<file path="config.mk">
export PLATFORM = sky130hd
export DESIGN_NAME = bqe_front_flat
export DESIGN_NICKNAME = d
export VERILOG_FILES = /design/src/rtl/bqe_pkg.sv /design/src/rtl/bqe_stream_if.sv /design/src/rtl/bqe_front.sv /design/src/flat_wrapper.sv
export SDC_FILE = /design/constraint.sdc
export NUM_CORES = 1
export LEC_CHECK = 0
export ABC_AREA = 1
export BUFFER_PORTS_ARGS = -buffer_cell sky130_fd_sc_hd__clkbuf_2
export CAP_MARGIN = 10
export CORE_AREA = 5 5 42 44
export DETAILED_ROUTE_END_ITERATION = 8
export DIE_AREA = 0 0 47 49
export PLACE_DENSITY = 0.59
export SLEW_MARGIN = 0
export SYNTH_ARGS = -nofsm -noshare
export SYNTH_HDL_FRONTEND = slang
export SYNTH_SLANG_ARGS = --single-unit
export TNS_END_PERCENT = 1
</file>
<file path="constraint.sdc">
create_clock -name clk -period 1.67 [get_ports clk]
set_input_delay 0.0835 -clock clk [delete_from_list [all_inputs] [get_ports clk]]
set_output_delay 0.0835 -clock clk [all_outputs]
set_load 0.01 [all_outputs]
</file>
<file path="src/rtl/bqe_pkg.sv">
`timescale 1ns / 1ps
package bqe_pkg;
  localparam int DefMaxRows = 64;
  localparam int DefMaxCols = 64;
  localparam int SymW = 2;
  localparam int IdxW = 13;
  localparam int DimW = 7;

  typedef enum logic [1:0] {
    SYM_WHITE = 2'd0,
    SYM_BLACK = 2'd1,
    SYM_SPLIT = 2'd2
  } sym_t;

  typedef enum logic {
    REQ_LOAD  = 1'b0,
    REQ_FETCH = 1'b1
  } req_t;

  typedef enum logic [0:0] {
    REG_ROWS = 1'b0,
    REG_COLS = 1'b1
  } reg_idx_t;

  typedef enum logic [2:0] {
    ST_IDLE,
    ST_POP,
    ST_SCAN,
    ST_PUSH,
    ST_OUT
  } eng_state_t;
endpackage

</file>
<file path="src/rtl/bqe_stream_if.sv">
`timescale 1ns / 1ps
interface bqe_in_if;
  logic valid;
  logic ready;
  logic req_type;
  logic pixel;
  modport source (output valid, req_type, pixel, input ready);
  modport sink (input valid, req_type, pixel, output ready);
endinterface


</file>
<file path="src/rtl/bqe_front.sv">
`timescale 1ns / 1ps
// Front: accepts beats and queues them in a two-entry FIFO.
module bqe_front
  import bqe_pkg::*;
(
  input  logic clk,
  input  logic rst,
  input  logic flush,
  bqe_in_if.sink in_ch,
  output logic q_valid,
  input  logic q_pop,
  output logic q_req,
  output logic q_pixel
);
  logic [1:0] mem_req, mem_pix;
  logic rd_ptr, wr_ptr;
  logic [1:0] count;

  assign in_ch.ready = (count != 2'd2) && !flush;
  assign q_valid = (count != 2'd0);
  assign q_req = mem_req[rd_ptr];
  assign q_pixel = mem_pix[rd_ptr];

  // queue storage
  always_ff @(posedge clk) begin
    if (in_ch.valid && in_ch.ready) begin
      mem_req[wr_ptr] <= in_ch.req_type;
      mem_pix[wr_ptr] <= in_ch.pixel;
    end
  end

  // pointers
  always_ff @(posedge clk) begin
    if (rst || flush) begin
      rd_ptr <= 1'b0;
      wr_ptr <= 1'b0;
      count <= 2'd0;
    end else begin
      if (in_ch.valid && in_ch.ready) wr_ptr <= ~wr_ptr;
      if (q_pop) rd_ptr <= ~rd_ptr;
      count <= count + 2'(in_ch.valid && in_ch.ready) - 2'(q_pop);
    end
  end
endmodule

</file>
<file path="src/flat_wrapper.sv">
// flat-port wrapper written by rule: the top's interface ports become plain ports
module bqe_front_flat import bqe_pkg::*;
  (clk, rst, flush, q_valid, q_pop, q_req, q_pixel, in_ch_valid, in_ch_req_type, in_ch_pixel, in_ch_ready);
  bqe_in_if in_ch_i ();
  input  logic clk;
  input  logic rst;
  input  logic flush;
  output logic q_valid;
  input  logic q_pop;
  output logic q_req;
  output logic q_pixel;
  input wire logic [$bits(in_ch_i.valid)-1:0] in_ch_valid;
  input wire logic [$bits(in_ch_i.req_type)-1:0] in_ch_req_type;
  input wire logic [$bits(in_ch_i.pixel)-1:0] in_ch_pixel;
  output wire logic [$bits(in_ch_i.ready)-1:0] in_ch_ready;
  assign in_ch_i.valid = in_ch_valid;
  assign in_ch_i.req_type = in_ch_req_type;
  assign in_ch_i.pixel = in_ch_pixel;
  assign in_ch_ready = in_ch_i.ready;
  bqe_front u_core (.clk(clk), .rst(rst), .flush(flush), .in_ch(in_ch_i), .q_valid(q_valid), .q_pop(q_pop), .q_req(q_req), .q_pixel(q_pixel));
endmodule
</file>
==> metrics.md <==
| Metric | Value |
|---|---|
| Combinational power share | 14.2% |
| Clk pwr share | 35.4% |
| Power per cell area | 906 nW/um^2 |
| Crit. End Element | flop |
| CTS sink cnt | 8 |
| Via Count | 288 |
| Worst hold path type | in2reg |
| Post-cts sizing count | 0 |
| CTS tree | built |
| WP data required | 1.81 ns |
| M3 GR Usage | between 2 and 2.5% |
| Post-DR vias/cell | just under 4 |
| Largest net degree at the start of global routing | 6 |
| Post-Route WL | 592 um |
| WHS | 0.0232 ns |
| Crit path launch | u_core.count[0] |
| Post-synth ARST share | 0% |
| Setup TNS | 0 ns |
| Antenna Cells | 0 |
| Dpl cells | 69 |
| CP Class | reg2reg |
| Fin cells | 73 |
| Synth top area share | 31.3% |
| FF-to-FF End | u_core.count[1] |
| Final period util | 76.5% |
| Skew final | 0.00206 ns |
| # Max-Cap Violations | 0 |
| Starting density of the core | between 20% and 30% |
| Worst-path clk slew | 0.05 ns |
| Die W | 47 um |
| Routability Congestion | 0.719 |
| Sw power | 0.000101 W |
| Die H | 49 um |
| Sequential area share after synthesis | 52.1% |
| Post-CTS Hold Buffers | 0 |
| Post-Syn Instances | 43 |
| First-pass GRT wire length | between 1 and 1.5 mm |
| Worst vdd ir | 0.000302 V |
| Clock Tree Buf Depth | 2 |
| Total track usage | under 10% |
| LEAKAGE | about 0.25 nW |
| Worst setup margin | 0.393 ns |
| Drt first pass iters | 2 |
| Clk_lat worst skew | 0.25 ns |
| Hpwl dp | just over 500 um |
| Most instantiated cells after synthesis | inv_1, nand2_1, nor2_1 |
| Mapped Area | 384 sq um |
| GRT Max-Usage Layer | met2 |
| Worst slew pin tran | 0.200 ns |
| Flop2flop setup slack | 0.39 ns |
| Reg2reg start | u_core.count[0] |
| Total grt overflow | 0 |
| Reg2Reg Depth | 8 |
| CTS Buf Count | 3 |
| Final setup viols | 0 |
| Slew HR | 86.6% |
| Ports | 11 |
| Setup bufs post-CTS | 0 |
| Dominant cells by area after synthesis | edfxtp_1, dfxtp_1, inv_1 |
| Mapped Nets | 52 |
| Die footprint | 2300 sq um |
| Post-synth EDFFs | 4 |
| H-tree depth | 1 |
| RSZ-0062 raised after global routing | false |
| Met2 Use GR | 9.73% |
| Nets | 67 |
| Vias in the first global route | roughly 300 |
| Synth Flop Type | edfxtp_1 |
| Fin crit period | about 1.3 ns |
| FMAX | 783 MHz |
| Detail Route Antenna Nets | 0 |
| Internal Power | 0.000334 W |
| Startpoint types | flop |
| GR Util met1 | 6.95% |
| Final max-slew violation count | 0 |
| Root buffer cell | clkbuf_4 |
| Worst setup path end | u_core.count[1] |
| Average cell area after synthesis | 8.93 sq um |
| CORE AREA | 1400 sq um |
| Yosys reg bits | 8 |
| Initial antenna violation count | 0 |
| Setup WS pre-CTS | 0.399 ns |
| Peak fanout along the critical path | 4 |
| Status | completed |
| Initial drt markers | 5 |
| Floorplan row count | 14 |
| Critical path arrival | 1.42 ns |
| Power Total | ~0.00044 W |
| DRC viols | 0 |
| Synth warn | 0 |
| Worst hold start | in_ch_req_type |
| Sequential Power Share | approximately half |
| Synth area leader | edfxtp_1 |
| Final Hold Viols | 0 |
| Routed length per instance | 8.11 um |
| Synth cell types | 14 |
| Top-count cell post-synth | inv_1 |
| Layout area overhead | 25.1% |
| Sw Share | 23.3% |
| Port Buffer Count | 10 |
| Share of layout cells above drive strength 1 | 31.6% |
worst max-delay path, cell delays in order, from the launching register on:
cell and delay, ns:
dfxtp_1 0.32, inv_2 0.05, ha_1 0.26, inv_1 0.04
ha_1 0.20, inv_1 0.06, nand2_1 0.06, a21oi_1 0.13
nor2_1 0.06
flip-flops by register name (all words and copies together) (netlist names):
name	flops
u_core.count	2
u_core.mem_pix	2
u_core.mem_req	2
u_core.rd_ptr	1
u_core.wr_ptr	1
layout make-up:
| type | instances | area [sq um] |
|---|---|---|
| multi-input cells | 23 | 139 |
| repair buffers | 10 | 50.0 |
| well taps | 16 | 20.0 |
| inverters | 12 | 45.0 |
| flip-flops and latches | 8 | 200 |
| clock buffers | 4 | 26.3 |
| fillers | 160 | 921 |
metrics by stage:
step / instance area, sq um / util, %
finish: 480 / 34.3
global route: 480 / 34.3
CTS: 480 / 34.3
detailed placement: 454 / 32.4
global placement: 454 / 32.4
floorplan: 384 / -
per-layer routing:
| metal | wire length [um] | vias to the layer above | share of wire (%) |
|---|---|---|---|
| met5 | 0 | - | 0 |
| met4 | 8 | 0 | 1.4 |
| met2 | 277 | 10 | 47 |
| met1 | 266 | 115 | 45 |
| met3 | 40 | 3 | 6.8 |
| li1 | - | 160 | - |
cells in the final DEF (no fill, tap or decap), drive strengths merged:
cell type,n
clkbuf,14
inv,12
nand2,7
nor2,6
dfxtp,4
edfxtp,4
a21oi,2
mux2,2
ha,2
nand3,2
nand4,1
xnor2,1
kinds of logic after synthesis:
family / synth area share (%)
buf+inv: 11.7
xor+xnor: 2.28
fa+ha+maj: 6.51
simple gates: 18.9
compound gates: 2.61
flops: 52.1
mux: 5.86
worst min path at each step:
stage,to,slack [ns],depth (start not counted)
after detailed placement,u_core.mem_req[0],0.28,1
final,u_core.mem_req[0],0.02,1
after global placement,u_core.mem_req[0],0.28,1
after global routing,u_core.mem_req[0],0.02,1
after CTS,u_core.mem_req[0],0.02,1
after floorplan,u_core.mem_pix[0],0.18,0
power by group through the flow:
stage                     Sequential [W]  Combinational [W]  Clock, W
after floorplan                 0.000223          0.0000408         0
after global placement          0.000223          0.0000618         0
after detailed placement        0.000224          0.0000631         0
after global routing            0.000220          0.0000730  0.000175
final                           0.000220          0.0000619  0.000154
after CTS                       0.000220          0.0000633  0.000160
Power figures use the tool's default switching activity.
